--- config.mk ---
export PLATFORM = sky130hd
export DESIGN_NAME = lge_front
export DESIGN_NICKNAME = d
export VERILOG_FILES = /design/src/rtl/lge_pkg.sv /design/src/rtl/lge_front.sv
export SDC_FILE = /design/constraint.sdc
export NUM_CORES = 1
export LEC_CHECK = 0
export BUFFER_PORTS_ARGS = -buffer_cell sky130_fd_sc_hd__buf_2
export CORE_MARGIN = 2
export CORE_UTILIZATION = 40
export CTS_CLUSTER_SIZE = 8
export DETAILED_ROUTE_END_ITERATION = 8
export MAX_ROUTING_LAYER = met4
export SETUP_SLACK_MARGIN = 0.3
export SLEW_MARGIN = 20
export SYNTH_ARGS = -nofsm -noshare
export SYNTH_HDL_FRONTEND = slang
export SYNTH_SLANG_ARGS = --single-unit
--- constraint.sdc ---
create_clock -name clk -period 4.5 [get_ports clk]
set_input_delay 0.9 -clock clk [delete_from_list [all_inputs] [get_ports clk]]
set_output_delay 0.9 -clock clk [all_outputs]
set_load 0.05 [all_outputs]
--- src/rtl/lge_pkg.sv ---
// lge_pkg: shared types and constants for the life grid engine
// command and response payloads, operation codes and the internal row-operation format
// no dependencies
`default_nettype none

package lge_pkg;

	// operation codes of the command mode field
	localparam logic [2:0] MODE_WRITE  = 3'd0;
	localparam logic [2:0] MODE_READ   = 3'd1;
	localparam logic [2:0] MODE_CLEAR  = 3'd2;
	localparam logic [2:0] MODE_BLOCK  = 3'd3;
	localparam logic [2:0] MODE_GLIDER = 3'd4;
	localparam logic [2:0] MODE_STEP   = 3'd5;

	// widest row index and row the engine supports
	localparam int ROW_IDX_W = 8;
	localparam int ROW_BITS  = 64;

	// depth of the queue between front and back
	localparam int QUEUE_DEPTH = 4;
	localparam int QUEUE_PTR_W = 2;

	typedef struct packed {
		logic [2:0]  mode;
		logic [5:0]  row;
		logic [5:0]  col;
		logic [1:0]  direction;
		logic [63:0] row_data;
	} cmd_t;

	typedef struct packed {
		logic [63:0] row_cells;
		logic [2:0]  done_mode;
	} rsp_t;

	// row operations the back part carries out
	typedef enum logic [2:0] {
		UOP_NOP   = 3'd0,
		UOP_WRITE = 3'd1,
		UOP_READ  = 3'd2,
		UOP_CLEAR = 3'd3,
		UOP_SET   = 3'd4,
		UOP_STEP  = 3'd5
	} uop_kind_t;

	typedef struct packed {
		uop_kind_t              kind;
		logic [ROW_IDX_W-1:0]   row;
		logic [ROW_BITS-1:0]    data;
		logic [2:0]             mode;
		logic                   last;
	} uop_t;

endpackage

`default_nettype wire

--- src/rtl/lge_front.sv ---
// lge_front: takes commands and breaks each one into row operations
// patterns become one or more row set operations with column masks
// depends on lge_pkg
`default_nettype none

module lge_front import lge_pkg::*; #(
	parameter int GRID_ROWS = 64,
	parameter int GRID_COLS = 64
) (
	input  wire logic clk,
	input  wire logic arst_n,
	input  wire logic start,
	input  wire cmd_t cmd,
	output logic      busy,
	output logic      push,
	output uop_t      uop,
	input  wire logic full
);

	localparam int RW = (GRID_ROWS > 1) ? $clog2(GRID_ROWS) : 1;

	cmd_t             cmd_q;
	logic             act_q;
	logic [1:0]       idx_q;

	logic [8:0]           row_x;
	logic [6:0]           col_x;
	logic                 row_ok;
	logic                 col_ok;
	logic [RW-1:0]        r_idx;
	logic [RW-1:0]        u_idx;
	logic [RW-1:0]        d_idx;
	logic [RW-1:0]        head_idx;
	logic [RW-1:0]        tail_idx;
	logic [GRID_COLS-1:0] m_c;
	logic [GRID_COLS-1:0] m_l;
	logic [GRID_COLS-1:0] m_g;
	logic [GRID_COLS-1:0] m_side;
	logic [1:0]           n_last;
	uop_t                 u0;
	uop_t                 u1;
	uop_t                 u2;

	function automatic uop_t mk(uop_kind_t k, logic [RW-1:0] r, logic [ROW_BITS-1:0] d,
			logic [2:0] m);
		uop_t u;
		u.kind = k;
		u.row  = ROW_IDX_W'(r);
		u.data = d;
		u.mode = m;
		u.last = 1'b0;
		return u;
	endfunction

	assign row_x  = {3'b000, cmd_q.row};
	assign col_x  = {1'b0, cmd_q.col};
	assign row_ok = row_x < 9'(GRID_ROWS);
	assign col_ok = col_x < 7'(GRID_COLS);
	assign r_idx  = row_x[RW-1:0];
	assign u_idx  = (r_idx == '0) ? RW'(GRID_ROWS - 1) : r_idx - RW'(1);
	assign d_idx  = (r_idx == RW'(GRID_ROWS - 1)) ? '0 : r_idx + RW'(1);
	assign head_idx = cmd_q.direction[1] ? d_idx : u_idx;
	assign tail_idx = cmd_q.direction[1] ? u_idx : d_idx;

	// column masks, wrapping within the grid width
	assign m_c    = {{(GRID_COLS-1){1'b0}}, 1'b1} << cmd_q.col;
	assign m_l    = {m_c[0], m_c[GRID_COLS-1:1]};
	assign m_g    = {m_c[GRID_COLS-2:0], m_c[GRID_COLS-1]};
	assign m_side = cmd_q.direction[0] ? m_g : m_l;

	always_comb begin
		u0     = mk(UOP_NOP, '0, '0, cmd_q.mode);
		u1     = u0;
		u2     = u0;
		n_last = 2'd0;
		case (cmd_q.mode)
			MODE_WRITE: begin
				if (row_ok)
					u0 = mk(UOP_WRITE, r_idx, cmd_q.row_data, cmd_q.mode);
			end
			MODE_READ: begin
				if (row_ok)
					u0 = mk(UOP_READ, r_idx, '0, cmd_q.mode);
			end
			MODE_CLEAR: u0 = mk(UOP_CLEAR, '0, '0, cmd_q.mode);
			MODE_STEP:  u0 = mk(UOP_STEP, '0, '0, cmd_q.mode);
			MODE_BLOCK: begin
				if (row_ok && col_ok) begin
					u0 = mk(UOP_SET, r_idx, ROW_BITS'(m_c | m_g), cmd_q.mode);
					u1 = mk(UOP_SET, d_idx, ROW_BITS'(m_c | m_g), cmd_q.mode);
					n_last = 2'd1;
				end
			end
			MODE_GLIDER: begin
				if (row_ok && col_ok) begin
					u0 = mk(UOP_SET, head_idx, ROW_BITS'(m_l | m_c | m_g), cmd_q.mode);
					u1 = mk(UOP_SET, r_idx, ROW_BITS'(m_side), cmd_q.mode);
					u2 = mk(UOP_SET, tail_idx, ROW_BITS'(m_c), cmd_q.mode);
					n_last = 2'd2;
				end
			end
			default: ;
		endcase
	end

	always_comb begin
		case (idx_q)
			2'd0:    uop = u0;
			2'd1:    uop = u1;
			default: uop = u2;
		endcase
		uop.last = (idx_q == n_last);
	end

	assign busy = act_q;
	assign push = act_q && !full;

	always_ff @(posedge clk or negedge arst_n) begin
		if (!arst_n) begin
			act_q <= 1'b0;
			idx_q <= 2'd0;
		end else if (start && !act_q) begin
			act_q <= 1'b1;
			idx_q <= 2'd0;
		end else if (push) begin
			if (idx_q == n_last)
				act_q <= 1'b0;
			idx_q <= idx_q + 2'd1;
		end
	end

	always_ff @(posedge clk) begin
		if (start && !act_q)
			cmd_q <= cmd;
	end

endmodule

`default_nettype wire

==> results.py, run 1 <==
metrics = {
    "logic_synthesis": {
        "synth_area_leaders": "edfxtp_1 (34%), nand2_1 (5.6%), nor2_1 (4.6%)",
        "async_flop_share_pct": 3.57,
        "syn_inst": 841,
        "ys_warn_count": 0,
        "syn_avg_cell_area_sq_um": 8.43,
        "yosys.area.top_type": "edfxtp_1",
        "synth_edf_count": 81,
        "synth_ff_type": "edfxtp_1",
        "ys_ff_latch": 84,
        "synth-seq-area-share_pct": 35.4,
        "ys_types": 87,
        "yosysMostFrequentCell": "nand2_1",
        "netlist_area_sq_um": 7090,
        "synth_common_cells": "nand2_1 (106), nor2_1 (87), edfxtp_1 (81), o21ai_0 (55), a21oi_1 (42)",
        "yosys.area.top_type_share_pct": 34.3,
    },
    "finish": {
        "n_fill_cell": 1735,
        "drive_above_1_share_pct": 28.8,
        "fin_area_sq_um": 8690,
        "final_nets": 1098,
        "areaGrowthSynthToFinish_pct": 22.7,
    },
    "global_route": {
        "grt_max_degree": 40,
        "grt_usage_pct": 39.0,
        "grt_pass1_vias": 8050,
        "antenna_found_initial": 1,
        "grt_remaining_overflow": 0,
        "grt_pass1_wl_um": 51500,
    },
    "floorplan": {
        "die_w_um": 137,
        "die_h_um": 137,
        "start_util_pct": 41.0,
        "core_sq_um": 17300,
        "die-area_sq_um": 18800,
        "rows": 48,
        "pin_count": 166,
    },
    "routing": {
        "wl_per_cell_um": 29.0,
        "drt-total-wl_um": 35900,
        "via_count": 8463,
        "postRouteAntennaNets": 0,
        "drcViolationCount": 0,
        "initialDrtViolationCount": 1222,
        "routed_via_density": 6.83,
        "first_pass_iters": 9,
    },
    "sta": {
        "finalHoldViolCount": 0,
        "setup-tns-final_ps": 0,
        "fin_skew_ps": 6.88,
        "final_max_slew_viol_count": 0,
        "setup_viol": 0,
        "finalCritPeriodShare_pct": 91.2,
        "max_slew_margin_pct": 42.2,
        "rsz0062_at_grt": "false",
        "period_needed_ps": 4110,
        "worst_pin_slew_ps": 867,
        "max_freq_mhz": 244,
    },
    "worst_setup_path": {
        "endpoint_kind": "output port",
        "r2r_cells": 6,
        "crit_fanout": 21,
        "r2r_end": "busy$_DFFE_PN0P_",
        "crit_type": "reg2out",
        "crit_arrival_ps": 3210,
        "ff2ff_setup_slack_ps": 2430,
        "start_kind": "register",
        "r2r_start": "cmd_q[79]$_DFFE_PP_",
        "cp_data_required_time_ps": 3600,
    },
    "clock_network": {
        "clkSinkCount": 84,
        "clockRootBuffer": "clkbuf_16",
        "clk_latency_ps": 360,
        "htreeDepth": 3,
        "hold_buffers": 0,
        "cts_buffers": 9,
        "tritoncts": "yes",
        "cts_buffer_depth": 2,
        "clk_pin_slew_worst_paths_ps": 70,
    },
    "status": {
        "status": "finished clean",
    },
    "placed_design": {
        "routabilityCongestion": 1.05,
        "placed_area_sq_um": 8290,
        "hpwl_um": 26700,
        "portBuffers": 163,
    },
    "hold_path": {
        "hold_class": "in2async",
    },
    "pwr": {
        "power.leakage_uw": 0.00322,
        "peakVddDrop_uv": 361,
        "powerDensity_nw_per_um2": 429,
    },
    "flow_run": {
        "drv_cap": 0,
    },
}
==> state kept, by name, summed over array words and instances, names as in the netlist <==
name and cells:
cmd_q 75, r_idx 6, idx_q 2, busy 1
==> per-layer routing <==
layer | vias up | track usage, % | wire (um)
li1 | 3599 | - | -
met1 | 4029 | 49.8 | 14200
met3 | 136 | 10.3 | 4330
met5 | - | - | 0
met4 | 0 | 20.7 | 2040
met2 | 699 | 56.5 | 15400
==> cell type report <==
| class | instances | area [sq um] | area share, % |
|---|---|---|---|
| Multi-Input combinational cell | 665 | 4110 | 47.3 |
| Clock buffer | 10 | 229 | 2.63 |
| Inverter | 10 | 37.5 | 0.432 |
| Timing Repair Buffer | 239 | 1390 | 15.9 |
| Clock inverter | 6 | 136 | 1.57 |
| Tap cell | 225 | 282 | 3.24 |
| Antenna cell | 1 | 2.50 | 0.0288 |
| Sequential cell | 84 | 2510 | 28.8 |
==> cells by family (layout without fill, tap and decap cells) <==
kind of cell	after synthesis	count (layout)	synth area share (%)
multiplexers	6	6	0.900
AO/OA/AOI/OAI	304	304	30.3
adder cells (fa/ha/maj)	4	4	0.706
AND/OR/NAND/NOR	337	337	24.1
flip-flops	84	84	35.4
other	1	3	0.0529
buffers and inverters	93	265	6.85
XOR/XNOR	12	12	1.69
==> placed cells by master (no fill, tap or decap), types with 5 or more instances in the layout <==
master / synthesis / final
nand2b_1: 11 / 11
edfxtp_1: 81 / 81
o21ai_1: 6 / 6
a221oi_1: 9 / 9
o31ai_1: 10 / 10
or2_2: 5 / 5
o21ai_0: 55 / 55
buf_4: 12 / 76
o22ai_1: 25 / 25
a22oi_1: 26 / 26
a31oi_1: 17 / 17
nand2_1: 106 / 106
nand4_1: 5 / 5
a21oi_1: 42 / 42
nor3_1: 27 / 27
a32oi_1: 20 / 20
nor3b_1: 7 / 7
nor2_1: 87 / 87
xnor2_1: 6 / 6
buf_2: 36 / 163
o221ai_1: 13 / 13
a222oi_1: 6 / 6
o211ai_1: 16 / 16
inv_1: 9 / 9
nor2b_1: 13 / 12
nand3_1: 34 / 34
clkbuf_16: 0 / 9
==> metrics by stage <==
stage          hold slack [ps]  setup slack (ps)  util [%]  total power, uW  instances
2_1_floorplan              466               502         -             2150        842
3_3_place_gp               488               819      48.0             2730       1219
3_5_place_dp               489               860      48.0             2720       1219
4_1_cts                    325               455      50.1             3660       1235
5_1_grt                    329               308      50.3             3830       1240
6_report                   331               394      50.3             3730       1240
==> power by group <==
part	internal [uW]	total, uW	switching, uW
clock network	600	939	339
registers	996	1090	90.4
logic	461	1700	1240
==> worst max-delay path by stage <==
stage                               startpoint  endpoint  cells past startpoint
after global placement    idx_q[1]$_DFFE_PN0P_   uop[48]                      8
final                      cmd_q[68]$_DFFE_PP_   uop[14]                      7
after CTS                 idx_q[0]$_DFFE_PN0P_   uop[67]                      7
after global routing      idx_q[0]$_DFFE_PN0P_   uop[52]                      9
after detailed placement  idx_q[1]$_DFFE_PN0P_   uop[48]                      8
after floorplan           idx_q[0]$_DFFE_PN0P_   uop[52]                      7
==> worst max-delay path, stage by stage (launching register included) <==
cell      delay [ps]
edfxtp_1         750
nor2b_1          720
buf_4            260
nand2_1           90
a21oi_1          150
a21oi_1           60
o311ai_1         460
buf_2            360
==> timing repair <==
action | 4_1_cts | 5_1_grt
gates resized for setup | 0 | 0
setup buffers | 0 | 4
setup endpoints to repair | 0 | 5
hold endpoints to repair | 0 | 0
No activity file was read; power rests on OpenSTA's default activity.
==> inputs of run 2 (changes only) <==
--- a/config.mk
+++ b/config.mk
@@ -12,7 +12,6 @@
 export DETAILED_ROUTE_END_ITERATION = 8
 export MAX_ROUTING_LAYER = met4
 export SETUP_SLACK_MARGIN = 0.3
-export SLEW_MARGIN = 20
 export SYNTH_ARGS = -nofsm -noshare
 export SYNTH_HDL_FRONTEND = slang
 export SYNTH_SLANG_ARGS = --single-unit
==> constraint.sdc (replaced) <==
create_clock -name clk -period 5 [get_ports clk]
set_input_delay 1 -clock clk [delete_from_list [all_inputs] [get_ports clk]]
set_output_delay 1 -clock clk [all_outputs]
set_load 0.05 [all_outputs]
==> results.py, run 2 (synthesis results as in run 1) <==
metrics = {
    "worst_setup_path": {
        "r2r_start": "busy$_DFFE_PN0P_",
        "crit_type": "reg2out",
        "worstSetupEndpoint": "uop[7]",
        "r2r_end": "cmd_q[35]$_DFFE_PP_",
        "max_stage_delay_ps": 870,
        "crit_fanout": 19,
        "r2r_cells": 2,
        "setup.worst_path.start": "cmd_q[67]$_DFFE_PP_",
        "slowest_stage": "edfxtp_1",
        "crit_arrival_ps": 3250,
        "path_cells": "nor2b_1, nor2_1, o2bb2ai_1, a32oi_1, o211ai_1, buf_2",
        "cp_data_required_time_ps": 4000,
        "start_kind": "register",
        "endpoint_kind": "output port",
        "ff2ff_setup_slack_ps": 3020,
    },
    "pwr": {
        "powerDensity_nw_per_um2": 378,
        "power.leakage_uw": 0.00307,
        "peakVddDrop_uv": 357,
    },
    "global_route": {
        "grt_pass1_wl_um": 50400,
        "grt_usage_pct": 37.8,
        "grt_remaining_overflow": 0,
        "antenna_found_initial": 0,
        "grt_pass1_vias": 8002,
        "grt_max_degree": 44,
    },
    "placed_design": {
        "hpwl_um": 25300,
        "routabilityCongestion": 1.09,
        "portBuffers": 163,
        "placed_area_sq_um": 8130,
        "dpl.cell_count": 1195,
    },
    "finish": {
        "fin_area_sq_um": 8440,
        "final_util_pct": 48.8,
        "instances_no_fill": 1211,
        "areaGrowthSynthToFinish_pct": 19.2,
        "drive_above_1_share_pct": 26.8,
        "final_cell_mix": "buf_2 (163), nand2_1 (106), nor2_1 (87)",
        "largest_reg_flops": 75,
        "largest_register": "cmd_q",
        "antenna_cells": 0,
        "final_nets": 1070,
        "final_common_cell": "buf_2",
        "n_fill_cell": 1689,
    },
    "floorplan": {
        "die_w_um": 137,
        "core_sq_um": 17300,
        "start_util_pct": 41.0,
        "die-area_sq_um": 18800,
        "die_h_um": 137,
        "rows": 48,
        "pin_count": 166,
    },
    "hold_path": {
        "hold_class": "in2async",
    },
    "clock_network": {
        "cts_buffer_depth": 2,
        "hold_buffers": 0,
        "clk_latency_ps": 360,
        "clk_pin_slew_worst_paths_ps": 60,
        "htreeDepth": 3,
        "post_cts_buffers": 0,
        "post_cts_resized": 0,
        "clkSinkCount": 84,
        "cts_buffers": 9,
        "clockRootBuffer": "clkbuf_16",
        "tritoncts": "yes",
    },
    "routing": {
        "first_pass_iters": 6,
        "wl_per_cell_um": 28.8,
        "initialDrtViolationCount": 1593,
        "via_count": 8544,
        "routed_via_density": 7.06,
        "postRouteAntennaNets": 0,
        "drcViolationCount": 0,
        "drt-total-wl_um": 34800,
    },
    "status": {
        "status": "finished clean",
    },
    "sta": {
        "final_max_slew_viol_count": 0,
        "finalHoldViolCount": 0,
        "max_freq_mhz": 235,
        "finalCritPeriodShare_pct": 85.1,
        "fin_skew_ps": 3.67,
        "rsz0062_at_grt": "false",
        "setup-tns-final_ps": 0,
        "max_slew_margin_pct": 24.6,
        "period_needed_ps": 4250,
        "worst_pin_slew_ps": 1130,
        "setup_viol": 0,
    },
    "flow_run": {
        "drv_cap": 0,
    },
}
[run 2: worst min-delay path by stage]
stage	end	slack, ps	depth (start not counted)
floorplan	idx_q[1]$_DFFE_PN0P_	470	1
global placement	idx_q[1]$_DFFE_PN0P_	490	1
detailed placement	idx_q[1]$_DFFE_PN0P_	500	1
CTS	busy$_DFFE_PN0P_	430	1
global route	busy$_DFFE_PN0P_	430	1
finish	idx_q[0]$_DFFE_PN0P_	430	1
[run 2: critical path: cells and delay by family, from the launching register on]
kind	cells	cell delay, ps
compound gates	3	700
buf+inv	1	300
flops	1	870
simple gates	2	1010
[run 2: area by class of cell]
cell class	instances	area [sq um]	area share, %
Clock inverter	6	88.8	1.05
Timing Repair Buffer	211	1190	14.1
Inverter	10	37.5	0.445
Multi-Input combinational cell	665	4110	48.7
Clock buffer	10	229	2.71
Tap cell	225	282	3.33
Sequential cell	84	2510	29.7
[run 2: report_power, final]
part | switching [uW] | internal, uW
Clock | 295 | 438
Sequential | 99.1 | 897
Combinational | 1080 | 381
Total | 1480 | 1720
[run 2: through the flow]
| step | worst slack (ps) | hold slack [ps] | power [uW] |
|---|---|---|---|
| floorplan | 902 | 466 | 1930 |
| global placement | 1270 | 491 | 2420 |
| detailed placement | 1270 | 501 | 2400 |
| CTS | 880 | 432 | 3130 |
| global route | 668 | 431 | 3280 |
| finish | 745 | 428 | 3190 |
[run 2: layer usage]
metal | up-vias | global-route usage [%] | share of wire (%) | wire [um]
met5 | - | - | 0 | 0
met4 | 0 | 21.3 | 6.9 | 2390
li1 | 3536 | - | - | -
met3 | 202 | 8.56 | 13 | 4520
met1 | 3998 | 49.7 | 39 | 13500
met2 | 808 | 53.5 | 41 | 14400
==> inputs of run 3 (changes only) <==
--- a/config.mk
+++ b/config.mk
@@ -10,7 +10,9 @@
 export CORE_UTILIZATION = 40
 export CTS_CLUSTER_SIZE = 8
 export DETAILED_ROUTE_END_ITERATION = 8
+export GPL_TIMING_DRIVEN = 0
 export MAX_ROUTING_LAYER = met4
+export PLACE_DENSITY_LB_ADDON = 0.08
 export SETUP_SLACK_MARGIN = 0.3
 export SYNTH_ARGS = -nofsm -noshare
 export SYNTH_HDL_FRONTEND = slang
==> results.py, run 3 (synthesis results as in run 1) <==
metrics = {
    "routing": {
        "drt-total-wl_um": 40600,
        "initialDrtViolationCount": 1862,
        "routed_via_density": 7.10,
        "drcViolationCount": 0,
        "wl_per_cell_um": 32.5,
        "first_pass_iters": 9,
        "via_count": 8874,
        "postRouteAntennaNets": 0,
    },
    "global_route": {
        "antenna_found_initial": 1,
        "grt_pass1_vias": 8303,
        "grt_remaining_overflow": 0,
        "grt_max_degree": 38,
        "grt_usage_pct": 43.8,
        "grt_pass1_wl_um": 56400,
    },
    "worst_setup_path": {
        "crit_fanout": 10,
        "r2r_end": "busy$_DFFE_PN0P_",
        "crit_type": "reg2out",
        "crit_arrival_ps": 3410,
        "r2r_start": "cmd_q[78]$_DFFE_PP_",
        "ff2ff_setup_slack_ps": 2770,
        "start_kind": "register",
        "cp_data_required_time_ps": 4000,
        "endpoint_kind": "output port",
        "r2r_cells": 5,
    },
    "finish": {
        "largest_register": "cmd_q",
        "drive_above_1_share_pct": 26.7,
        "areaGrowthSynthToFinish_pct": 20.2,
        "instances_no_fill": 1249,
        "final_nets": 1107,
        "final_common_cell": "buf_2",
        "n_fill_cell": 1700,
        "final_cell_mix": "buf_2 (199), nand2_1 (106), nor2_1 (87)",
        "largest_reg_flops": 75,
    },
    "sta": {
        "final_max_slew_viol_count": 0,
        "worst_pin_slew_ps": 1170,
        "finalCritPeriodShare_pct": 88.1,
        "setup-tns-final_ps": 0,
        "max_slew_margin_pct": 21.8,
        "fin_skew_ps": 6.08,
        "rsz0062_at_grt": "false",
        "finalHoldViolCount": 0,
        "setup_viol": 0,
        "max_freq_mhz": 227,
        "period_needed_ps": 4410,
    },
    "clock_network": {
        "clockRootBuffer": "clkbuf_16",
        "cts_buffers": 9,
        "post_cts_buffers": 0,
        "clk_pin_slew_worst_paths_ps": 70,
        "cts_buffer_depth": 2,
        "hold_buffers": 0,
        "htreeDepth": 3,
        "post_cts_resized": 0,
        "clkSinkCount": 84,
        "tritoncts": "yes",
        "clk_latency_ps": 360,
    },
    "floorplan": {
        "core_sq_um": 17300,
        "die_w_um": 137,
        "rows": 48,
        "start_util_pct": 41.0,
        "die-area_sq_um": 18800,
        "die_h_um": 137,
        "pin_count": 166,
    },
    "flow_run": {
        "drv_cap": 0,
    },
    "pwr": {
        "switchingPower_uw": 1620,
        "p_int_uw": 1620,
        "powerDensity_nw_per_um2": 380,
        "seq_power_share_pct": 29.2,
        "switching_share_pct": 50.0,
        "power.leakage_uw": 0.00311,
        "p_clk_share_pct": 20.7,
        "p_comb_share_pct": 50.0,
        "peakVddDrop_uv": 230,
    },
    "hold_path": {
        "hold_class": "in2async",
    },
    "placed_design": {
        "routabilityCongestion": 1.05,
        "hpwl_um": 30100,
        "dpl.cell_count": 1232,
        "portBuffers": 163,
    },
    "status": {
        "status": "finished clean",
    },
}
run 3: cell types whose count changed in the layout (fill, tap and decap cells not counted), sizes merged:
cell / change
clkinv: +1
bufinv: -2
clkbuf: +26
clkinvlp: -2
inv: +4
buf: +10
diode: +1
run 3: power groups by stage:
stage	Combinational, uW	Clock [uW]	Sequential (uW)
floorplan	971	0	961
global placement	1510	0	971
detailed placement	1530	0	958
CTS	1530	668	946
global route	1650	689	954
finish	1620	672	947
run 3: cell type report:
type	instances	area (sq um)	share of cell area, %
plain buffers	83	448	5.26
multi-input cells	665	4110	48.2
diodes	1	2.50	0.0294
well taps	225	282	3.30
repair buffers	165	856	10.0
flip-flops and latches	84	2510	29.4
clock buffers	9	225	2.64
clock inverters	7	56.3	0.661
inverters	10	37.5	0.441
run 3: worst max-delay path: stages, from the launching register on:
cell      delay, ps
edfxtp_1        420
buf_2           210
buf_2           210
nor2b_1         850
nand3_1         460
o211ai_1        330
a32oi_1          70
o21ai_0         170
buf_2           320
run 3: stage by stage:
step | worst slack [ps] | area, sq um | hold WS [ps] | power, uW | utilization (%)
2_1_floorplan | 902 | 7090 | 466 | 1930 | -
3_3_place_gp | 349 | 8190 | 487 | 2480 | 47.4
3_5_place_dp | 1200 | 8240 | 495 | 2490 | 47.6
4_1_cts | 831 | 8520 | 421 | 3140 | 49.2
5_1_grt | 559 | 8520 | 428 | 3290 | 49.3
6_report | 593 | 8520 | 420 | 3240 | 49.3
run 3: per-layer routing:
metal  share of wire [%]  GRT usage, %
met1                  38          54.3
met2                  41          62.2
met3                  15          15.7
met4                 6.3          23.1
met5                   0             -
run 3: worst max-delay path by stage:
stage	startpoint	endpoint	slack, ps	cells after the start
floorplan	idx_q[0]$_DFFE_PN0P_	uop[52]	900	7
global placement	start	idx_q[0]$_DFFE_PN0P_	350	4
detailed placement	cmd_q[79]$_DFFE_PP_	uop[62]	1200	8
CTS	cmd_q[79]$_DFFE_PP_	uop[62]	830	8
global route	cmd_q[68]$_DFFE_PP_	uop[62]	560	8
finish	cmd_q[68]$_DFFE_PP_	uop[62]	590	8
