**config.mk**
```make
export PLATFORM = sky130hd
export DESIGN_NAME = lge_queue
export DESIGN_NICKNAME = d
export VERILOG_FILES = /design/src/rtl/lge_pkg.sv /design/src/rtl/lge_queue.sv
export SDC_FILE = /design/constraint.sdc
export NUM_CORES = 1
export LEC_CHECK = 0
export ABC_AREA = 1
export BUFFER_PORTS_ARGS = -buffer_cell sky130_fd_sc_hd__clkbuf_2
export CORE_UTILIZATION = 42
export CTS_CLUSTER_DIAMETER = 30
export CTS_CLUSTER_SIZE = 24
export DETAILED_ROUTE_END_ITERATION = 10
export SLEW_MARGIN = 10
export SYNTH_ARGS = -nofsm -noshare
export SYNTH_HDL_FRONTEND = slang
export SYNTH_SLANG_ARGS = --single-unit
export TNS_END_PERCENT = 20
```
**constraint.sdc**
```tcl
create_clock -name clk -period 4.6 [get_ports clk]
set_input_delay 0.92 -clock clk [delete_from_list [all_inputs] [get_ports clk]]
set_output_delay 0.92 -clock clk [all_outputs]
set_load 0.005 [all_outputs]
```
**src/rtl/lge_pkg.sv**
```systemverilog
// lge_pkg: shared types and constants for the life grid engine
// command and response payloads, operation codes and the internal row-operation format
// no dependencies
`default_nettype none

package lge_pkg;

	// operation codes of the command mode field
	localparam logic [2:0] MODE_WRITE  = 3'd0;
	localparam logic [2:0] MODE_READ   = 3'd1;
	localparam logic [2:0] MODE_CLEAR  = 3'd2;
	localparam logic [2:0] MODE_BLOCK  = 3'd3;
	localparam logic [2:0] MODE_GLIDER = 3'd4;
	localparam logic [2:0] MODE_STEP   = 3'd5;

	// widest row index and row the engine supports
	localparam int ROW_IDX_W = 8;
	localparam int ROW_BITS  = 64;

	// depth of the queue between front and back
	localparam int QUEUE_DEPTH = 4;
	localparam int QUEUE_PTR_W = 2;

	typedef struct packed {
		logic [2:0]  mode;
		logic [5:0]  row;
		logic [5:0]  col;
		logic [1:0]  direction;
		logic [63:0] row_data;
	} cmd_t;

	typedef struct packed {
		logic [63:0] row_cells;
		logic [2:0]  done_mode;
	} rsp_t;

	// row operations the back part carries out
	typedef enum logic [2:0] {
		UOP_NOP   = 3'd0,
		UOP_WRITE = 3'd1,
		UOP_READ  = 3'd2,
		UOP_CLEAR = 3'd3,
		UOP_SET   = 3'd4,
		UOP_STEP  = 3'd5
	} uop_kind_t;

	typedef struct packed {
		uop_kind_t              kind;
		logic [ROW_IDX_W-1:0]   row;
		logic [ROW_BITS-1:0]    data;
		logic [2:0]             mode;
		logic                   last;
	} uop_t;

endpackage

`default_nettype wire

```
**src/rtl/lge_queue.sv**
```systemverilog
// lge_queue: short first-in first-out queue of row operations
// decouples the command front from the grid back
// depends on lge_pkg
`default_nettype none

module lge_queue import lge_pkg::*; (
	input  wire logic clk,
	input  wire logic arst_n,
	input  wire logic push,
	input  wire uop_t push_uop,
	output logic      full,
	input  wire logic pop,
	output uop_t      head,
	output logic      empty
);

	uop_t                   slot_q [QUEUE_DEPTH];
	logic [QUEUE_PTR_W-1:0] wr_ptr_q;
	logic [QUEUE_PTR_W-1:0] rd_ptr_q;
	logic [QUEUE_PTR_W:0]   count_q;
	logic                   do_push;
	logic                   do_pop;

	assign full    = count_q == (QUEUE_PTR_W+1)'(QUEUE_DEPTH);
	assign empty   = count_q == '0;
	assign do_push = push && !full;
	assign do_pop  = pop && !empty;
	assign head    = slot_q[rd_ptr_q];

	always_ff @(posedge clk or negedge arst_n) begin
		if (!arst_n) begin
			wr_ptr_q <= '0;
			rd_ptr_q <= '0;
			count_q  <= '0;
		end else begin
			if (do_push)
				wr_ptr_q <= wr_ptr_q + QUEUE_PTR_W'(1);
			if (do_pop)
				rd_ptr_q <= rd_ptr_q + QUEUE_PTR_W'(1);
			case ({do_push, do_pop})
				2'b10:   count_q <= count_q + (QUEUE_PTR_W+1)'(1);
				2'b01:   count_q <= count_q - (QUEUE_PTR_W+1)'(1);
				default: count_q <= count_q;
			endcase
		end
	end

	always_ff @(posedge clk) begin
		if (do_push)
			slot_q[wr_ptr_q] <= push_uop;
	end

endmodule

`default_nettype wire

```
==> results.md, run 1 <==
* Status: finished clean
* WL final at about 27000 µm
* Final GP Congestion at 0.726
* Standard-cell rows at between 60 and 70
* DP HPWL at ~16000 µm
* Io pins at 164
* Fin. Hold Viols at 0
* PostCTS Resize Cnt at 0
* Tmin final at 3.60 ns
* Layout cells sized above 1 at 29.7%
* CTS Buffer Depth at 3
* Slew Limit Fails at 0
* Die Y at about 180 µm
* Starting Density at a little over two fifths
* ANT nets after route at 0
* Setup Fix Bufs, Post-CTS at 0
* CTS tree: done
* Core Box Area at 30900 µm²
* # fillers at 2574
* # DRC at 0
* Hold Buf Count CTS at 0
* Final Cycle Share at between 70% and 80%
* Syn Inst Count at 983
* CTS root buf: clkbuf_16
* Final worst slack at 1.00 ns
* Max Clock Freq at 278 MHz
* Crit-path max cell delay at 0.74 ns
* Pre-CTS setup slack at between 1.5 and 2 ns
* Vias per cell at 4.77
* Mapped Area at between 10000 and 15000 µm²
* Crit-path leading delay family: buffers and inverters
* Initial antenna violation count at 3
* Pre-antenna DRT Iters at 4
* Pleak at between 6 and 7 nW
* Htree depth at 3
* Hold crit path type: in -> async
* Per-cell routed wire length at 16.6 µm
* R2r setup slk at 2.21 ns
* Skew final at 0.0221 ns
* Worst-path clk slew at 0.04 ns
* Die X at around 180 µm
* Peak VDD IR at about 460 µV
* Compound-Gate Fraction of Synth Area at about an eighth
* Vias at 7766
* Setup_tns at 0 ns
* TritonCTS Buffers at 68
* Synth cell types at 19
* Worst-Margin Slew at 0.810 ns
* Seq/Total Area, Yosys at 72.5%
* Worst Path Buf+Inv at 3
* Simple-gate area share of the yosys netlist at 7.61%
* Total track usage at 17.1%
* Final setup fails at 0
* Synth Area in XOR/XNOR at less than 1%
* Largest net degree at the start of global routing at 125
* #FFs+latches synth at ~320
* Pwr Density at 715 nW/µm²
* Area Growth Syn to Fin at 25.9%
* PortBufs at 163
* Nature of the critical path endpoint: primary output
* Vias in the first global route at 7715
* Nets at 1267
* RSZ-0062 raised after global routing: no
* Power, Total at 0.0120 W
* Worst EP required at around 3.7 ns
* Startpoint types: flop
* Syn_nets at 1072
* Crit Path Category: reg -> out
* Arrival time at the worst endpoint at ~2.7 ns
* Clock Latency Late Sink at 0.54 ns
* GRT Residual Overflow at 0
* Clock tree sinks at 323
* Synthesis Warnings at 0
* Mean Syn Cell Area at 13.6 µm²
* Max-cap viol count at 0
* Crit-path cells: inv_4 -> buf_12 -> o211ai_2 -> nand2_1 -> clkbuf_2
* CP max-delay cell: dfrtp_4
* Die area at 32400 µm²
* Multiplexer share of the synthesized area at 0%
* Normalized max-slew margin at 46.0%
* Adder-cell area share of the yosys netlist at less than 1%
* DRT iter0 DRCs at 474
* Crit-path max FO at 54
* Main combinational cell family by area after synthesis: compound AO/OA/AOI/OAI gates
* First-pass GRT wire length at 42500 µm
## cell type report
| cell class | instances | area [µm²] | share of cell area (%) |
|---|---|---|---|
| clock inverters | 44 | 497 | 2.96 |
| clock buffers | 76 | 1750 | 10.4 |
| flip-flops and latches | 323 | 9670 | 57.6 |
| well taps | 396 | 495 | 2.95 |
| multi-input cells | 433 | 2720 | 16.2 |
| inverters | 175 | 667 | 3.97 |
| diodes | 3 | 7.51 | 0.0447 |
| repair buffers | 177 | 971 | 5.79 |
## cells in the final DEF, fill, tap and decap left out, types with 4 or more instances in the layout
cell / Yosys / layout
clkinv_1: 0 / 14
nor2_4: 0 / 4
inv_6: 0 / 5
clkinv_2: 0 / 9
buf_12: 0 / 4
clkbuf_16: 0 / 69
bufinv_16: 0 / 9
nand2_1: 255 / 255
clkbuf_2: 0 / 163
nand3_1: 7 / 7
o211ai_1: 79 / 79
edfxtp_1: 316 / 316
clkinvlp_4: 0 / 4
clkbuf_1: 25 / 7
inv_1: 170 / 170
o211ai_2: 79 / 79
buf_4: 3 / 10
ha_1: 5 / 5
dfrtp_1: 7 / 6
## kinds of logic after synthesis
group,count (synthesis)
flip-flops,323
AND/OR/NAND/NOR,267
buffers and inverters,227
AO/OA/AOI/OAI,159
XOR/XNOR,1
adder cells (fa/ha/maj),6
## metrics by stage
| stage | instance area, µm² | hold slack [ns] | utilization (%) | std cells |
|---|---|---|---|---|
| after floorplan | 13300 | 0.463 | - | 983 |
| after global placement | 14500 | 0.487 | 47.0 | 1504 |
| after detailed placement | 14500 | 0.487 | 47.0 | 1504 |
| after CTS | 16800 | 0.209 | 54.3 | 1624 |
| after global routing | 16800 | 0.227 | 54.3 | 1625 |
| final | 16800 | 0.229 | 54.3 | 1627 |
## registers in the layout, indices dropped and copies added, names as in the netlist
signal / count
rd_ptr_q: 2
slot_q: 316
wr_ptr_q: 2
count_q: 3
## Yosys cell counts
cell type | number | area, µm²
nor2_1 | 4 | 15.0
nand4_1 | 1 | 6.26
fa_1 | 1 | 20.0
nand2_1 | 255 | 957
ha_1 | 5 | 62.6
buf_6 | 12 | 135
buf_1 | 1 | 3.75
inv_2 | 5 | 18.8
o21ai_0 | 1 | 5.00
clkbuf_1 | 25 | 93.8
buf_4 | 3 | 22.5
inv_1 | 170 | 638
buf_2 | 11 | 55.1
dfrtp_1 | 7 | 175
xnor2_1 | 1 | 8.76
o211ai_1 | 79 | 593
nand3_1 | 7 | 35.0
edfxtp_1 | 316 | 9490
o211ai_2 | 79 | 988
## final timing paths
path | start | endpoint | cells after the start
worst min register to register | count_q[0]$_DFFE_PN0P_ | count_q[0]$_DFFE_PN0P_ | 1
worst min-delay path | arst_n | count_q[2]$_DFFE_PN0P_ | 1
min in group clk | count_q[0]$_DFFE_PN0P_ | count_q[0]$_DFFE_PN0P_ | 1
worst max-delay path | rd_ptr_q[1]$_DFFE_PN0P_ | head[1] | 5
max in group asynchronous | arst_n | rd_ptr_q[1]$_DFFE_PN0P_ | 1
worst max register to register | count_q[0]$_DFFE_PN0P_ | slot_q[1][52]$_DFFE_PP_ | 5
## metal layers
metal | up-vias | track usage (%) | routed length [µm]
met5 | - | 0 | 13
met4 | 2 | 7.35 | 800
met3 | 68 | 5.17 | 1590
met2 | 190 | 26.0 | 12100
met1 | 3660 | 22.6 | 12600
li1 | 3846 | - | -
## power by group
part / total, W / internal [W] / switching (W) / leakage (nW)
Combinational: 0.00316 / 0.00111 / 0.00205 / 2.90
Sequential: 0.00412 / 0.00389 / 0.000237 / 2.98
Clock: 0.00471 / 0.00323 / 0.00148 / 1.09
Total: 0.0120 / 0.00822 / 0.00377 / 6.96
(Power assumes the default switching activity.)
==> run 2, diff against run 1 <==
==> constraint.sdc (replaced) <==
create_clock -name clk -period 3.3 [get_ports clk]
set_input_delay 0.66 -clock clk [delete_from_list [all_inputs] [get_ports clk]]
set_output_delay 0.66 -clock clk [all_outputs]
set_load 0.005 [all_outputs]
==> run 2 against run 1 <==
Compared with the run above: routed wire length shrank 0.88%; largest cell class unchanged; die area is the same; first-iteration DRC count shrank 18%; flip-flop and latch count is the same; non-clock buffer count grew 9; critical path depth grew 1; core utilization grew 1.9 points.
==> results.md, run 2 (synthesized netlist as in run 1, its figures left out) <==
* Max-cap viol count at 0 (unchanged)
* Per-cell routed wire length at 16.2 µm (was 16.6 µm)
* Initial antenna violation count at 3 (unchanged)
* Layout cells sized above 1 at 31.7% (was 29.7%)
* Core Box Area at 30900 µm² (unchanged)
* Fin util at 56.2% (was 54.3%)
* PortBufs at 163 (unchanged)
* Largest net degree at the start of global routing at 75 (was 125)
* Skew final at 0.0195 ns (was 0.0221 ns)
* Most frequent cells in the layout: edfxtp_1, nand2_1, inv_1, clkbuf_2 (unchanged)
* Hold crit path type: in -> reg (was in -> async)
* Vias in the first global route at 8007 (was 7715)
* Clock Latency Late Sink at 0.56 ns (was 0.54 ns)
* Crit-path max FO at 74 (was 54)
* Final GP Congestion at 0.731 (was 0.726)
* First-pass GRT wire length at 42500 µm (about the same)
* Arrival time at the worst endpoint at 2.21 ns (was 2.68 ns)
* CTS Buffer Depth at 3 (unchanged)
* Reg2Reg Depth at 10 (was 5)
* DRT iter0 DRCs at 387 (was 474)
* WHS Path Cells at 1
* Non-Filler Instances at 1655 (was 1627)
* ANT nets after route at 0 (unchanged)
* Fin. Hold Viols at 0 (unchanged)
* DP HPWL at 15500 µm (was 15800 µm)
* Final Cycle Share at 86.9%
* Nature of the critical path endpoint: primary output (unchanged)
* Area of the multi-input gates at 2720 µm² (unchanged)
* WL final at 26800 µm (was 27100 µm)
* Htree depth at 3 (unchanged)
* Reg with most FFs: slot_q (unchanged)
* Top Metal Used: met5 (unchanged)
* Starting Density at 43.1% (unchanged)
* RSZ-0062 raised after global routing: no (unchanged)
* Metal-1 WL at 11900 µm (was 12600 µm)
* Final setup fails at 0 (unchanged)
* Pleak at 7.20 nW (was 6.96 nW)
* Slew Limit Fails at 0 (unchanged)
* Total track usage at 16.9% (was 17.1%)
* Normalized max-slew margin at 66.0% (was 46.0%)
* CTS tree: done (unchanged)
* Startpoint types: flop (unchanged)
* Pwr Density at 1020 nW/µm² (was 715 nW/µm²)
* Area Growth Syn to Fin at 30.4% (was 25.9%)
* # DRC at 0 (unchanged)
* # fillers at 2508 (was 2574)
* Io pins at 164 (unchanged)
* Met3 WL post-DR at 1710 µm (was 1590 µm)
* Worst-path clk slew at 0.05 ns (was 0.04 ns)
* Peak VDD IR at 657 µV (was 460 µV)
* GRT Residual Overflow at 0 (unchanged)
* Standard-cell rows at 64 (unchanged)
* Worst EP required at 2.64 ns (was 3.68 ns)
* Tmin final at 2.87 ns
* Crit Path Category: reg -> out (unchanged)
* Status: finished clean (unchanged)
* CTS root buf: clkbuf_16 (unchanged)
* Die area at 32400 µm² (unchanged)
* Pre-antenna DRT Iters at 4 (unchanged)
* Die Y at 180 µm (unchanged)
* Die X at 180 µm (unchanged)
* Vias at 7872 (was 7766)
* Vias per cell at 4.76 (was 4.77)
* Met2 Wirelength at 12700 µm (was 12100 µm)
* Worst-Margin Slew at 0.509 ns (was 0.810 ns)
* Max reg flops at 316 (unchanged)
* Seq. cell area at 9670 µm² (unchanged)
* Clock tree sinks at 323 (unchanged)
* Nets at 1284 (was 1267)
* Largest regs: slot_q (316), count_q (3) (unchanged)
* Most common cell after layout, fill and taps aside: edfxtp_1 (unchanged)
* Max Clock Freq at 349 MHz
* TritonCTS Buffers at 76 (was 68)
* Cell total after placement at 1512 (was 1504)
-- run 2: changes by cell type in the layout (fill, tap and decap cells not counted) --
cell / previous run / this run
clkbuf_1: 7 / 4
inv_16: 0 / 1
buf_4: 10 / 8
clkinv_4: 1 / 7
buf_12: 4 / 14
clkinv_1: 14 / 12
dlygate4sd3_1: 0 / 1
clkbuf_16: 69 / 77
clkinvlp_4: 4 / 13
inv_6: 5 / 3
clkinv_8: 1 / 3
bufinv_16: 9 / 11
diode_2: 3 / 1
-- run 2: per-layer routing --
| metal | GRT usage [%] | up-vias |
|---|---|---|
| li1 | - | 3886 |
| met1 | 20.8 | 3744 |
| met2 | 27.8 | 194 |
| met3 | 5.46 | 44 |
| met4 | 6.12 | 4 |
| met5 | 0 | - |
-- run 2: repair_timing --
| action | CTS | global route |
|---|---|---|
| resized for setup | 0 | 0 |
| hold buffers | 1 | 0 |
| buffers inserted | 0 | 0 |
| endpoints found under the hold margin | 7 | 0 |
-- run 2: through the flow --
| step | power (W) | setup slack [ns] | hold slack (ns) | area, µm² | TNS (ns) |
|---|---|---|---|---|---|
| 3_5_place_dp | 0.0105 | 1.00 | 0.484 | 14700 | 0 |
| 3_3_place_gp | 0.0104 | 1.03 | 0.485 | 14700 | 0 |
| 6_report | 0.0178 | 0.432 | 0.314 | 17400 | 0 |
| 2_1_floorplan | 0.00875 | -1.32 | 0.364 | 13300 | -417.94 |
| 5_1_grt | 0.0188 | 0.295 | 0.298 | 17400 | 0 |
| 4_1_cts | 0.0181 | 0.392 | 0.284 | 17400 | 0 |
-- run 2: power by group --
part	internal, W	switching (W)
logic	0.00172	0.00292
clock network	0.00515	0.00232
registers	0.00541	0.000277
-- run 2: cell type report --
class / count / share of cell area [%]
antenna: 1 / 0.0144
clock buffer: 81 / 11.2
clock inverter: 60 / 4.06
inverter: 175 / 3.84
multi-input combinational: 433 / 15.7
sequential: 323 / 55.7
tap: 396 / 2.85
timing repair buffer: 186 / 6.71
-- run 2: worst max-delay path, cell delays in order, from the launching register on --
cell	delay, ns
dfrtp_1	0.45
inv_8	0.38
buf_4	0.36
nand2_1	0.08
o211ai_1	0.09
nand2_1	0.11
clkbuf_2	0.12
-- run 2: path summary, 6_finish.rpt --
check,endpoint,slack [ns],from
min in group asynchronous,count_q[1]$_DFFE_PN0P_,0.49,arst_n
setup / recovery,head[39],0.43,rd_ptr_q[0]$_DFFE_PN0P_
max in group asynchronous,rd_ptr_q[1]$_DFFE_PN0P_,2.62,arst_n
hold / removal,slot_q[3][42]$_DFFE_PP_,0.31,push_uop[42]
setup reg to reg,count_q[2]$_DFFE_PN0P_,1.20,count_q[1]$_DFFE_PN0P_
hold reg to reg,count_q[0]$_DFFE_PN0P_,0.49,count_q[0]$_DFFE_PN0P_
==> run 3, diff against run 2 <==
==> constraint.sdc (replaced) <==
create_clock -name clk -period 2.7 [get_ports clk]
set_input_delay 0.54 -clock clk [delete_from_list [all_inputs] [get_ports clk]]
set_output_delay 0.54 -clock clk [all_outputs]
set_load 0.005 [all_outputs]
==> run 3 against run 2 <==
Compared with the run above: clock skew is 0.0028 ns higher; clock power increased by 23%; clock-buffer cell count rose by 5; total power increased by 25%; via count grew 1.4%; global-route usage increased by 0.78 points; routed wire length up 5.0%; cell area up 1.5%; critical path depth unchanged; critical path type unchanged.
==> results.md, run 3 (synthesized netlist as in run 1, its figures left out) <==
* Reg2Reg Depth at 10 (unchanged)
* Clock Latency Late Sink at 0.55 ns (was 0.56 ns)
* CTS Buffer Depth at 3 (unchanged)
* PortBufs at 163 (unchanged)
* Final setup fails at 0 (unchanged)
* Reg2reg end: count_q[2]$_DFFE_PN0P_ (unchanged)
* ANT nets after route at 0 (unchanged)
* Worst r2r src: count_q[0]$_DFFE_PN0P_ (was count_q[1]$_DFFE_PN0P_)
* Max reg flops at 316 (unchanged)
* Power Internal at 0.0154 W (was 0.0123 W)
* DRT iter0 DRCs at 421 (was 387)
* Largest regs: slot_q (316), count_q (3) (unchanged)
* Setup Fix Bufs, Post-CTS at 0 (unchanged)
* Pwr Density at 1260 nW/µm² (was 1020 nW/µm²)
* Largest net degree at the start of global routing at 82 (was 75)
* Die X at 180 µm (unchanged)
* Starting Density at 43.1% (unchanged)
* # DRC at 0 (unchanged)
* Nature of the critical path endpoint: primary output (unchanged)
* Nets at 1300 (was 1284)
* GRT Residual Overflow at 0 (unchanged)
* Die Y at 180 µm (unchanged)
* Standard-cell rows at 64 (unchanged)
* RSZ-0062 raised after global routing: yes (was no)
* WHS Path Cells at 1 (unchanged)
* First-pass GRT wire length at 44200 µm (was 42500 µm)
* Startpoint types: flop (unchanged)
* CTS tree: done (unchanged)
* Fin. Hold Viols at 0 (unchanged)
* Crit-path max cell delay at 0.40 ns (was 0.45 ns)
* Skew final at 0.0222 ns (was 0.0195 ns)
* Worst EP required at 2.16 ns (was 2.64 ns)
* Net load switching power at 0.00676 W (was 0.00552 W)
* WL final at 28200 µm (was 26800 µm)
* CTS root buf: clkbuf_16 (unchanged)
* Most frequent cells in the layout: edfxtp_1, nand2_1, inv_1, clkbuf_2 (unchanged)
* Core Box Area at 30900 µm² (unchanged)
* DP HPWL at 16800 µm (was 15500 µm)
* Clk pwr share at 41.2% (was 42.0%)
* Slew Limit Fails at 0 (unchanged)
* TritonCTS Buffers at 75 (was 76)
* HP Start: push_uop[51] (was push_uop[42])
* Most common cell after layout, fill and taps aside: edfxtp_1 (unchanged)
* Total track usage at 17.7% (was 16.9%)
* Htree depth at 3 (unchanged)
* Vias per cell at 4.79 (was 4.76)
* Initial antenna violation count at 2 (was 3)
* Worst-path clk slew at 0.04 ns (was 0.05 ns)
* Area Growth Syn to Fin at 32.3% (was 30.4%)
* Worst-Margin Slew at 0.595 ns (was 0.509 ns)
* Reg with most FFs: slot_q (unchanged)
* Max-cap viol count at 0 (unchanged)
* Sequential Power Share at 30.9% (was 32.0%)
* Switching Fraction at 30.5% (was 31.0%)
* Tmin final at between 2 and 3 ns
* Crit-path max FO at 64 (was 74)
* Vias at 7983 (was 7872)
* Final GP Congestion at 0.723 (was 0.731)
* Non-Filler Instances at 1667 (was 1655)
* CP most frequent cell: nand2_1 (unchanged)
* Cell total after placement at 1528 (was 1512)
* CP max-delay cell: dfrtp_1 (unchanged)
* Layout cells sized above 1 at 32.5% (was 31.7%)
* # fillers at 2474 (was 2508)
* Pre-antenna DRT Iters at 4 (unchanged)
* Io pins at 164 (unchanged)
* Final Cycle Share at 97.4%
* Pleak at 7.35 nW (was 7.20 nW)
* Fin util at 57.0% (was 56.2%)
* Die area at 32400 µm² (unchanged)
* Crit-path cells: bufinv_16 -> buf_16 -> nand2_1 -> o211ai_2 -> nand2_1 -> clkbuf_2 (was inv_8 -> buf_4 -> nand2_1 -> o211ai_1 -> nand2_1 -> clkbuf_2)
* Peak VDD IR at 897 µV (was 657 µV)
* Arrival time at the worst endpoint at 2.09 ns (was 2.21 ns)
* WHS Endpoint: slot_q[3][51]$_DFFE_PP_ (was slot_q[3][42]$_DFFE_PP_)
* Max Clock Freq at 380 MHz
* Status: finished clean (unchanged)
* Hold crit path type: in -> reg (unchanged)
* Clock tree sinks at 323 (unchanged)
* Vias in the first global route at 8134 (was 8007)
* Crit Path Category: reg -> out (unchanged)
* Comb pwr share at 27.8% (was 26.1%)
* Per-cell routed wire length at 16.9 µm (was 16.2 µm)
* R2r setup slk at 0.62 ns (was 1.20 ns)
* Normalized max-slew margin at 60.2% (was 66.0%)
run 3: cell count changes in the layout (fill, tap and decap cells not counted), sizes merged:
cell      previous run  this run
buf                 22        38
clkinv              32        25
clkbuf             244       250
clkinvlp            13         9
bufinv              11        14
inv                179       177
run 3: power groups by stage:
stage	clock [W]	combinational [W]	sequential [W]
6_report	0.00916	0.00618	0.00687
5_1_grt	0.00958	0.00689	0.00695
4_1_cts	0.00931	0.00623	0.00688
3_5_place_dp	0	0.00614	0.00696
3_3_place_gp	0	0.00608	0.00693
2_1_floorplan	0	0.00369	0.00695
run 3: layer usage:
layer	vias to the layer above	GRT usage [%]	part of all wire, %
li1	3932	-	-
met1	3804	22.5	44
met2	204	28.7	48
met3	41	5.25	6.0
met4	2	6.36	1.5
met5	-	0	0.046
run 3: per-stage QoR:
stage / cell area (µm²) / hold WS, ns / TNS (ns) / setup slack [ns] / total power, W
2_1_floorplan: 13300 / 0.244 / -165.45 / -0.524 / 0.0106
3_3_place_gp: 15000 / 0.392 / 0 / 0.586 / 0.0130
3_5_place_dp: 15000 / 0.392 / 0 / 0.574 / 0.0131
4_1_cts: 17600 / 0.178 / 0 / 0.00869 / 0.0224
5_1_grt: 17600 / 0.185 / -0.523 / -0.0566 / 0.0234
6_report: 17600 / 0.207 / 0 / 0.0715 / 0.0222
run 3: what timing repair did:
item | 4_1_cts | 5_1_grt
resized for setup | 2 | 6
endpoints found under the hold margin | 7 | 0
hold buffers | 1 | 0
cloned | 0 | 1
endpoints found under the setup margin | 1 | 44
run 3: worst max-delay path by stage:
stage | startpoint | slack [ns] | depth (start not counted) | to
floorplan | count_q[0]$_DFFE_PN0P_ | -0.52 | 4 | slot_q[0][0]$_DFFE_PP_
global placement | push | 0.59 | 4 | slot_q[3][40]$_DFFE_PP_
detailed placement | push | 0.57 | 4 | slot_q[3][53]$_DFFE_PP_
CTS | rd_ptr_q[0]$_DFFE_PN0P_ | 0.009 | 6 | head[3]
global route | rd_ptr_q[0]$_DFFE_PN0P_ | -0.06 | 6 | head[34]
finish | rd_ptr_q[0]$_DFFE_PN0P_ | 0.07 | 6 | head[34]
run 3: layout make-up:
cell class | count | area (µm²) | area share (%)
Timing Repair Buffer | 203 | 1460 | 8.27
Tap cell | 396 | 495 | 2.81
Clock inverter | 50 | 621 | 3.52
Sequential cell | 323 | 9670 | 54.8
Inverter | 175 | 686 | 3.89
Multi-Input combinational cell | 433 | 2730 | 15.5
Antenna cell | 1 | 2.50 | 0.0142
Clock buffer | 86 | 1970 | 11.2
run 3: critical path: cells and delay by family, from the launching register on:
family	cells	cell delay, ns
buffers and inverters	3	0.79
and+or+nand+nor	2	0.20
DFF	1	0.40
AOI/OAI and AO/OA	1	0.08
